<file path="src/vmm_pkg.sv">
// shared types and constants for the vector matrix multiply block
package vmm_pkg;

  // fixed field widths
  localparam int ROW_IDX_W  = 6;
  localparam int COL_IDX_W  = 5;
  localparam int ELEM_W     = 16;
  localparam int PROD_W     = 32;
  localparam int ACC_W      = 40;
  localparam int ROWS_CFG_W = 7;
  localparam int COLS_CFG_W = 6;
  // width that holds any column count up to the largest column parameter
  localparam int CNT_COL_W  = 7;

  // configuration port
  localparam int CFG_IDX_W  = 2;
  localparam int CFG_DATA_W = 7;
  localparam logic [CFG_IDX_W-1:0] REG_ROWS_IN_USE = 2'd0;
  localparam logic [CFG_IDX_W-1:0] REG_COLS_IN_USE = 2'd1;

  localparam logic [ROWS_CFG_W-1:0] ROWS_RST = 7'd64;
  localparam logic [COLS_CFG_W-1:0] COLS_RST = 6'd32;

  // largest result run
  localparam int RESULT_CAP = 32;

  // input action codes
  localparam logic ACT_LOAD   = 1'b0;
  localparam logic ACT_MATRIX = 1'b1;

  typedef struct packed {
    logic                     action;
    logic [ROW_IDX_W-1:0]     row_index;
    logic [COL_IDX_W-1:0]     col_index;
    logic signed [ELEM_W-1:0] element_value;
  } in_word_t;

  typedef struct packed {
    logic [COL_IDX_W-1:0]    column;
    logic signed [ACC_W-1:0] column_sum;
    logic                    last_result;
  } out_word_t;

  typedef enum logic [2:0] {
    ST_IDLE,
    ST_READ,
    ST_MUL,
    ST_ACC,
    ST_EREAD,
    ST_EOUT
  } state_t;

  // controller to datapath
  typedef struct packed {
    logic vec_wr;
    logic cap_in;
    logic mul_en;
    logic acc_wr;
    logic emit_sel;
    logic k_clr;
    logic k_inc;
    logic out_load;
  } cmd_t;

  // datapath to controller
  typedef struct packed {
    logic in_load;
    logic in_mac;
    logic last_elem;
    logic k_last;
  } status_t;

endpackage

</file>
<file path="src/vmm_ram.sv">
// generic single write port ram with registered read
module vmm_ram #(
  parameter int WIDTH = 16,
  parameter int DEPTH = 64
) (
  input  logic                                     clk,
  input  logic                                     we,
  input  logic [((DEPTH > 1) ? $clog2(DEPTH) : 1)-1:0] waddr,
  input  logic [WIDTH-1:0]                         wdata,
  input  logic [((DEPTH > 1) ? $clog2(DEPTH) : 1)-1:0] raddr,
  output logic [WIDTH-1:0]                         rdata
);

  logic [WIDTH-1:0] mem [DEPTH];
  logic [WIDTH-1:0] rdata_r;

  always_ff @(posedge clk) begin
    if (we) begin
      mem[waddr] <= wdata;
    end
    rdata_r <= mem[raddr];
  end

  assign rdata = rdata_r;

endmodule

</file>
<file path="src/vmm_ctrl.sv">
// controller state machine for the vector matrix multiply block
module vmm_ctrl
  import vmm_pkg::*;
(
  input  logic    clk,
  input  logic    rst_n,
  input  logic    in_valid,
  output logic    in_ready,
  output logic    out_valid,
  input  logic    out_ready,
  input  status_t st,
  output cmd_t    cmd
);

  state_t state_r, state_nxt;
  logic   out_valid_r, out_valid_nxt;

  always_ff @(posedge clk) begin
    if (!rst_n) begin
      state_r     <= ST_IDLE;
      out_valid_r <= 1'b0;
    end else begin
      state_r     <= state_nxt;
      out_valid_r <= out_valid_nxt;
    end
  end

  always_comb begin
    state_nxt = state_r;
    cmd       = '0;
    in_ready  = 1'b0;
    case (state_r)
      ST_IDLE: begin
        in_ready = 1'b1;
        if (in_valid) begin
          if (st.in_load) begin
            cmd.vec_wr = 1'b1;
          end else if (st.in_mac) begin
            cmd.cap_in = 1'b1;
            state_nxt  = ST_READ;
          end
        end
      end
      ST_READ: begin
        state_nxt = ST_MUL;
      end
      ST_MUL: begin
        cmd.mul_en = 1'b1;
        state_nxt  = ST_ACC;
      end
      ST_ACC: begin
        cmd.acc_wr = 1'b1;
        if (st.last_elem) begin
          cmd.k_clr = 1'b1;
          state_nxt = ST_EREAD;
        end else begin
          state_nxt = ST_IDLE;
        end
      end
      ST_EREAD: begin
        cmd.emit_sel = 1'b1;
        state_nxt    = ST_EOUT;
      end
      ST_EOUT: begin
        cmd.emit_sel = 1'b1;
        if (!out_valid_r || out_ready) begin
          cmd.out_load = 1'b1;
          if (st.k_last) begin
            state_nxt = ST_IDLE;
          end else begin
            cmd.k_inc = 1'b1;
            state_nxt = ST_EREAD;
          end
        end
      end
      default: begin
        state_nxt = ST_IDLE;
      end
    endcase
  end

  always_comb begin
    if (cmd.out_load) begin
      out_valid_nxt = 1'b1;
    end else if (out_ready) begin
      out_valid_nxt = 1'b0;
    end else begin
      out_valid_nxt = out_valid_r;
    end
  end

  assign out_valid = out_valid_r;

endmodule

</file>
<file path="src/vmm_dp.sv">
// datapath: config registers, vector store, multiplier and column accumulators
module vmm_dp
  import vmm_pkg::*;
#(
  parameter int MAX_ROWS = 64,
  parameter int MAX_COLS = 32
) (
  input  logic                  clk,
  input  logic                  rst_n,
  input  cmd_t                  cmd,
  output status_t               st,
  input  in_word_t              in_data,
  input  logic                  cfg_we,
  input  logic [CFG_IDX_W-1:0]  cfg_index,
  input  logic [CFG_DATA_W-1:0] cfg_data,
  output out_word_t             out_data
);

  localparam int RCW     = ($clog2(MAX_ROWS + 1) > ROWS_CFG_W) ?
                           $clog2(MAX_ROWS + 1) : ROWS_CFG_W;
  localparam int RAW     = (MAX_ROWS > 1) ? $clog2(MAX_ROWS) : 1;
  localparam int AW      = (MAX_COLS > 1) ? $clog2(MAX_COLS) : 1;
  localparam int COL_CAP = (MAX_COLS < RESULT_CAP) ? MAX_COLS : RESULT_CAP;

  logic [ROWS_CFG_W-1:0] rows_in_use_r;
  logic [COLS_CFG_W-1:0] cols_in_use_r;

  logic [RCW-1:0]       rows_ext, eff_rows;
  logic [CNT_COL_W-1:0] cols_ext, eff_cols;

  logic [ROW_IDX_W-1:0]     row_r;
  logic [COL_IDX_W-1:0]     col_r;
  logic signed [ELEM_W-1:0] val_r;
  logic signed [PROD_W-1:0] prod_r;
  logic [AW-1:0]            k_r;
  logic [MAX_COLS-1:0]      acc_vld_r;
  out_word_t                out_data_r;

  logic [RCW-1:0]           in_row_ext, row_ext_r;
  logic [CNT_COL_W-1:0]     in_col_ext, col_ext_r, k_ext;
  logic signed [ELEM_W-1:0] vec_rdata;
  logic [ACC_W-1:0]         acc_rdata;
  logic signed [ACC_W-1:0]  acc_old, acc_sum;
  logic [AW-1:0]            col_addr, acc_raddr;
  logic                     vec_we;

  // config registers
  always_ff @(posedge clk) begin
    if (!rst_n) begin
      rows_in_use_r <= ROWS_RST;
      cols_in_use_r <= COLS_RST;
    end else if (cfg_we) begin
      case (cfg_index)
        REG_ROWS_IN_USE: rows_in_use_r <= cfg_data[ROWS_CFG_W-1:0];
        REG_COLS_IN_USE: cols_in_use_r <= cfg_data[COLS_CFG_W-1:0];
        default: ;
      endcase
    end
  end

  // clamp sizes into range
  always_comb begin
    rows_ext = RCW'(rows_in_use_r);
    if (rows_ext == '0) begin
      eff_rows = RCW'(1);
    end else if (rows_ext > RCW'(MAX_ROWS)) begin
      eff_rows = RCW'(MAX_ROWS);
    end else begin
      eff_rows = rows_ext;
    end
    cols_ext = CNT_COL_W'(cols_in_use_r);
    if (cols_ext == '0) begin
      eff_cols = CNT_COL_W'(1);
    end else if (cols_ext > CNT_COL_W'(COL_CAP)) begin
      eff_cols = CNT_COL_W'(COL_CAP);
    end else begin
      eff_cols = cols_ext;
    end
  end

  assign in_row_ext = RCW'(in_data.row_index);
  assign in_col_ext = CNT_COL_W'(in_data.col_index);
  assign row_ext_r  = RCW'(row_r);
  assign col_ext_r  = CNT_COL_W'(col_r);
  assign k_ext      = CNT_COL_W'(k_r);

  assign st.in_load   = (in_data.action == ACT_LOAD);
  assign st.in_mac    = (in_data.action == ACT_MATRIX) && (in_row_ext < eff_rows) &&
                        (in_col_ext < eff_cols);
  assign st.last_elem = (row_ext_r == eff_rows - RCW'(1)) &&
                        (col_ext_r == eff_cols - CNT_COL_W'(1));
  assign st.k_last    = (k_ext == eff_cols - CNT_COL_W'(1));

  // vector store
  assign vec_we = cmd.vec_wr && (in_row_ext < RCW'(MAX_ROWS));

  vmm_ram #(
    .WIDTH(ELEM_W),
    .DEPTH(MAX_ROWS)
  ) u_vec_ram (
    .clk  (clk),
    .we   (vec_we),
    .waddr(in_row_ext[RAW-1:0]),
    .wdata(in_data.element_value),
    .raddr(row_ext_r[RAW-1:0]),
    .rdata(vec_rdata)
  );

  // column accumulators, valid bit clear reads as zero
  assign col_addr  = col_ext_r[AW-1:0];
  assign acc_raddr = cmd.emit_sel ? k_r : col_addr;
  assign acc_old   = acc_vld_r[acc_raddr] ? acc_rdata : '0;
  assign acc_sum   = acc_old + ACC_W'(prod_r);

  vmm_ram #(
    .WIDTH(ACC_W),
    .DEPTH(MAX_COLS)
  ) u_acc_ram (
    .clk  (clk),
    .we   (cmd.acc_wr),
    .waddr(col_addr),
    .wdata(acc_sum),
    .raddr(acc_raddr),
    .rdata(acc_rdata)
  );

  always_ff @(posedge clk) begin
    if (!rst_n) begin
      acc_vld_r <= '0;
    end else if (cmd.acc_wr) begin
      acc_vld_r[col_addr] <= 1'b1;
    end else if (cmd.out_load) begin
      acc_vld_r[k_r] <= 1'b0;
    end
  end

  always_ff @(posedge clk) begin
    if (!rst_n) begin
      k_r <= '0;
    end else if (cmd.k_clr) begin
      k_r <= '0;
    end else if (cmd.k_inc) begin
      k_r <= k_r + AW'(1);
    end
  end

  // payload registers
  always_ff @(posedge clk) begin
    if (cmd.cap_in) begin
      row_r <= in_data.row_index;
      col_r <= in_data.col_index;
      val_r <= in_data.element_value;
    end
    if (cmd.mul_en) begin
      prod_r <= vec_rdata * val_r;
    end
    if (cmd.out_load) begin
      out_data_r.column      <= k_ext[COL_IDX_W-1:0];
      out_data_r.column_sum  <= acc_old;
      out_data_r.last_result <= st.k_last;
    end
  end

  assign out_data = out_data_r;

endmodule

</file>
<file path="src/vector_matrix_multiply.sv">
// top level of the fixed point row vector times matrix block
//
// load words (action 0) write one Q8.8 vector element into the vector store; a
// vector element must be loaded before any matrix word uses its row. matrix
// words (action 1) come in row-major order; each adds vector[row] * element
// into its column's 40-bit accumulator and passes through accept, vector and
// accumulator read, multiply and accumulate in turn, set by the registered-read
// memories and the single multiplier; no new word is taken until it is through.
// matrix words outside the rows or columns in use are taken and dropped.
// the word at the last row and last column starts the result run: one word
// per column in use, in column order, each held until the out side takes it
// and last_result high on the final one; the accumulators restart from
// zero afterwards. no input word is taken during a result run. configuration
// writes are taken in any cycle (cfg_ready is always high) and should only be
// issued while the block is idle: index 0 is rows_in_use, index 1 is
// cols_in_use; out of range sizes are clamped. accumulators are zero after
// reset without any clearing pass.
module vector_matrix_multiply
  import vmm_pkg::*;
#(
  parameter int MAX_ROWS = 64,
  parameter int MAX_COLS = 32
) (
  input  logic                  clk,
  input  logic                  rst_n,
  // input word channel
  input  logic                  in_valid,
  output logic                  in_ready,
  input  in_word_t              in_data,
  // result word channel
  output logic                  out_valid,
  input  logic                  out_ready,
  output out_word_t             out_data,
  // configuration write channel
  input  logic                  cfg_valid,
  output logic                  cfg_ready,
  input  logic [CFG_IDX_W-1:0]  cfg_index,
  input  logic [CFG_DATA_W-1:0] cfg_data
);

  cmd_t    cmd;
  status_t st;

  // config writes never stall
  assign cfg_ready = 1'b1;

  // sequencing: accept, read, multiply, accumulate, result run
  vmm_ctrl u_ctrl (
    .clk      (clk),
    .rst_n    (rst_n),
    .in_valid (in_valid),
    .in_ready (in_ready),
    .out_valid(out_valid),
    .out_ready(out_ready),
    .st       (st),
    .cmd      (cmd)
  );

  // storage and arithmetic
  vmm_dp #(
    .MAX_ROWS(MAX_ROWS),
    .MAX_COLS(MAX_COLS)
  ) u_dp (
    .clk      (clk),
    .rst_n    (rst_n),
    .cmd      (cmd),
    .st       (st),
    .in_data  (in_data),
    .cfg_we   (cfg_valid),
    .cfg_index(cfg_index),
    .cfg_data (cfg_data),
    .out_data (out_data)
  );

endmodule
</file>
<file path="config.mk">
export PLATFORM = sky130hd
export DESIGN_NAME = vector_matrix_multiply
export DESIGN_NICKNAME = d
export VERILOG_FILES = /design/src/vmm_pkg.sv /design/src/vmm_ram.sv /design/src/vmm_ctrl.sv /design/src/vmm_dp.sv /design/src/vector_matrix_multiply.sv
export SDC_FILE = /design/constraint.sdc
export NUM_CORES = 2
export LEC_CHECK = 0
export BUFFER_PORTS_ARGS = -buffer_cell sky130_fd_sc_hd__clkbuf_2
export CAP_MARGIN = 15
export CORE_MARGIN = 5
export CORE_UTILIZATION = 35
export CTS_CLUSTER_SIZE = 24
export DETAILED_ROUTE_END_ITERATION = 8
export GPL_TIMING_DRIVEN = 0
export PLACE_DENSITY = 0.48
export SLEW_MARGIN = 20
export SYNTH_ARGS = -nofsm -noshare
export SYNTH_HDL_FRONTEND = slang
export SYNTH_SLANG_ARGS = --single-unit
export TNS_END_PERCENT = 20
</file>
<file path="constraint.sdc">
create_clock -name clk -period 5.6 [get_ports clk]
set_input_delay 0.56 -clock clk [delete_from_list [all_inputs] [get_ports clk]]
set_output_delay 0.56 -clock clk [all_outputs]
set_load 0.03 [all_outputs]
</file>
==> flow_summary.yaml <==
sta:
  slew_violations: 0
  post-route-min-period_ns: 6.22
  fmax_ghz: 0.161
  worstMarginPinSlew_ns: 1.29
  fin_ws_ns: -0.621
  slew_headroom: 0.127
  holdWs_ns: 0.0643
  rsz0062_at_grt: "yes"
  skew_ns: 0.0767
  finalHoldViolCount: 0
  setup_violations: 117
  min_period_over_period: 1.11
layout:
  nets: 8012
  drive_gt1_frac: 0.207
  fin_util: 0.418
  synthToLayoutAreaGrowth_pct: 19.2
logic_synthesis:
  netlist_area_sq_um: 109000
  synth_top_cells_by_count: "2409 x edfxtp_1, 860 x nand2_1, 341 x mux4_2"
  async_reset_ff_frac: 0
  yosysTopAreaCellShare: 0.662
  synthesis.nets: 7323
  syn_inst: 6882
  synth_cell_types: 81
  synth_edf_count: 2409
  yosysSeqAreaShare: 0.682
  synth-seq-cells: 2519
  synthFlopType: "edfxtp_1"
  syn_area_per_cell_sq_um: 15.9
  yosysWarningCount: 0
  synthTopCellsByArea: "edfxtp_1 66%, mux4_2 7.0%, fa_1 4.8%"
  synth_top_area_cell: "edfxtp_1"
  synth.most_common_cell: "edfxtp_1"
setup_path:
  cp.arrival_ns: 6.83
  crit_type: "flip-flop to flip-flop"
  cp_common_cell: "fa_1"
  cp_max_fo: 6
  cp_data_required_time_ns: 6.21
  start_kind: "flip-flop"
  end_kind: "flip-flop"
  cp_cell_sequence: "buf_4 -> and2_1 -> fa_1 -> inv_1 -> fa_1 -> fa_1 -> fa_1 -> inv_1 -> fa_1 -> inv_1 -> fa_1 -> inv_2 -> ha_4 -> nand4_1 -> a211oi_2 -> a221o_1 -> nand4_1 -> a41o_1 -> o21ai_2 -> o21a_1 -> nor2_1 -> xnor2_1"
  crit_slowest_cell: "fa_1"
  max_stage_delay_ns: 0.53
pwr:
  vdd_drop_max_mv: 2.05
  pwr_density_cell_nw_per_um2: 626
  cellLeakagePower_nw: 43.1
  report.power.total_mw: 81.6
detailed_routing:
  first_pass_iters: 5
  detail_route.vias_per_cell: 5.33
  drt_wl_total_mm: 326
  wl_per_cell_um: 27.3
  vias: 63700
  drt.antenna.violating_nets: 0
  initialDrtViolationCount: 6702
  route.detailed.drc: 0
outcome:
  violations: "setup timing"
  outcome: "finished, violations left"
floorplan:
  pin_count: 91
  die_w_um: 569
  die_h_um: 569
  dieArea_sq_um: 323000
  placementRows: 205
  initial_utilization: 0.351
  coreArea_sq_um: 311000
placed_design:
  io_buffers: 89
  place_congestion: 0.871
  dp.final_hpwl_mm: 229
  dp_slack_ns: -2.36
global_route:
  gr-usage-met2: 0.306
  grt_pass1_vias: 64500
  grt_pass1_wl_mm: 465
  antenna_found_initial: 35
  overflow: 0
  busiest_layer: "met2"
  met1_usage: 0.292
  grt_max_degree: 66
  met3_usage: 0.0311
  grtUsageTotal: 0.197
clock_network:
  clk_latency_ns: 0.89
  clk_path_buf_depth: 4
  cts_buffers: 285
  clk_pin_slew_ns: 0.06
  cts_root_buffer: "clkbuf_16"
  clock-sinks: 2519
  h-tree-depth: 5
  cts_tree: "built"
job:
  drv_cap: 0
worst_hold_path:
  hold_class: "input port to flip-flop"
## metal layers
metal	part of all wire	routed length, um
met4	0.024	7710
met3	0.063	20600
met1	0.46	149000
met2	0.46	149000
met5	0.00032	104
## timing repair
| item | CTS | global route |
|---|---|---|
| pin swaps | 58 | 43 |
| endpoints found under the setup margin | 1091 | 633 |
| gates resized for setup | 246 | 86 |
| hold buffers | 18 | 0 |
| hold endpoints to repair | 32 | 0 |
| buffers inserted | 77 | 34 |
| gates cloned | 0 | 0 |
## worst max-delay path, delay by kind of cell, from the launching register on
| kind | cells | cell delay, ns |
|---|---|---|
| buffers and inverters | 5 | 0.41 |
| adder cells (fa/ha/maj) | 7 | 3.22 |
| AO/OA/AOI/OAI | 5 | 1.09 |
| XOR/XNOR | 1 | 0.14 |
| AND/OR/NAND/NOR | 4 | 0.59 |
| flip-flops | 1 | 0.47 |
## kinds of logic after synthesis
group / after synthesis / synth area share
buf+inv: 753 / 0.0276
flops: 2519 / 0.682
other cells: 1 / 0.0000343
mux: 367 / 0.0729
fa+ha+maj: 399 / 0.0638
compound gates: 1019 / 0.0713
simple gates: 1734 / 0.0750
xor+xnor: 90 / 0.00721
## path summary, 6_finish.rpt
path | startpoint | to | slack (ns) | cells past startpoint
worst max-delay path | u_dp.val_r[5] | u_dp.prod_r[28] | -0.62 | 22
worst min-delay path | in_data[22] | u_dp.row_r[1] | 0.06 | 1
worst min register to register | u_dp.k_r[3] | u_dp.out_data[44] | 0.49 | 0
worst max register to register | u_dp.val_r[5] | u_dp.prod_r[28] | -0.62 | 22
## registers in the layout, indices dropped and copies added, names as in the netlist
signal / flops
u_dp.u_acc_ram.mem: 1280
u_dp.u_vec_ram.mem: 1024
u_dp.out_data: 46
u_dp.u_acc_ram.rdata: 40
u_dp.acc_vld_r: 32
u_dp.prod_r: 32
u_dp.u_vec_ram.rdata: 16
u_dp.val_r: 16
u_dp.rows_ext: 7
u_dp.cols_in_use_r: 6
u_dp.row_r: 6
u_dp.col_addr: 5
u_dp.k_r: 5
u_ctrl.state_r: 3
u_ctrl.out_valid: 1
## cell usage in the layout (no fill, tap or decap), drive strengths merged, types with 8 or more instances in the layout
cell type | netlist | routed
a211oi | 337 | 337
a21o | 29 | 29
a21oi | 113 | 113
a311oi | 280 | 280
a31oi | 45 | 45
and2 | 451 | 451
buf | 129 | 432
bufinv | 0 | 14
clkbuf | 293 | 737
clkinv | 1 | 116
dfxtp | 110 | 110
diode | 0 | 13
dlygate4sd3 | 0 | 18
edfxtp | 2409 | 2409
fa | 263 | 263
ha | 136 | 136
inv | 330 | 340
mux2i | 22 | 22
mux4 | 341 | 341
nand2 | 860 | 860
nand2b | 24 | 24
nand3 | 26 | 26
nand3b | 11 | 11
nor2 | 167 | 167
nor2b | 56 | 56
nor3 | 97 | 97
o21a | 8 | 8
o21ai | 44 | 44
o21bai | 9 | 9
o221a | 32 | 32
o311ai | 41 | 41
o31ai | 43 | 43
xnor2 | 61 | 61
xor2 | 29 | 29
## power by group
| part | internal (mW) | total (mW) | switching, mW | leakage [nW] |
|---|---|---|---|---|
| sequential | 24.1 | 24.3 | 0.208 | 22.6 |
| clock | 10.3 | 17.9 | 7.64 | 4.34 |
| combinational | 17.4 | 39.4 | 21.9 | 16.2 |
## stage by stage
stage,cell area [sq um],instances,setup TNS (ns)
6_report,130000,11900,-8.80
5_1_grt,130000,11900,-59.82
4_1_cts,130000,11900,-10.71
3_5_place_dp,119000,11300,-1207.47
3_3_place_gp,115000,11100,-4121.53
2_1_floorplan,109000,6882,-0.371
## final cells by class
cell class | count | area, sq um
Clock inverter | 146 | 1290
Sequential cell | 2519 | 74600
Multi-Input combinational cell | 3610 | 33500
Clock buffer | 363 | 7590
Fill cell | 28200 | 181000
Tap cell | 4140 | 5180
Inverter | 331 | 1250
Timing Repair Buffer | 405 | 4770
Buffer | 419 | 2110
Antenna cell | 13 | 32.5
Note: power is estimated with default switching activity, not from simulation.
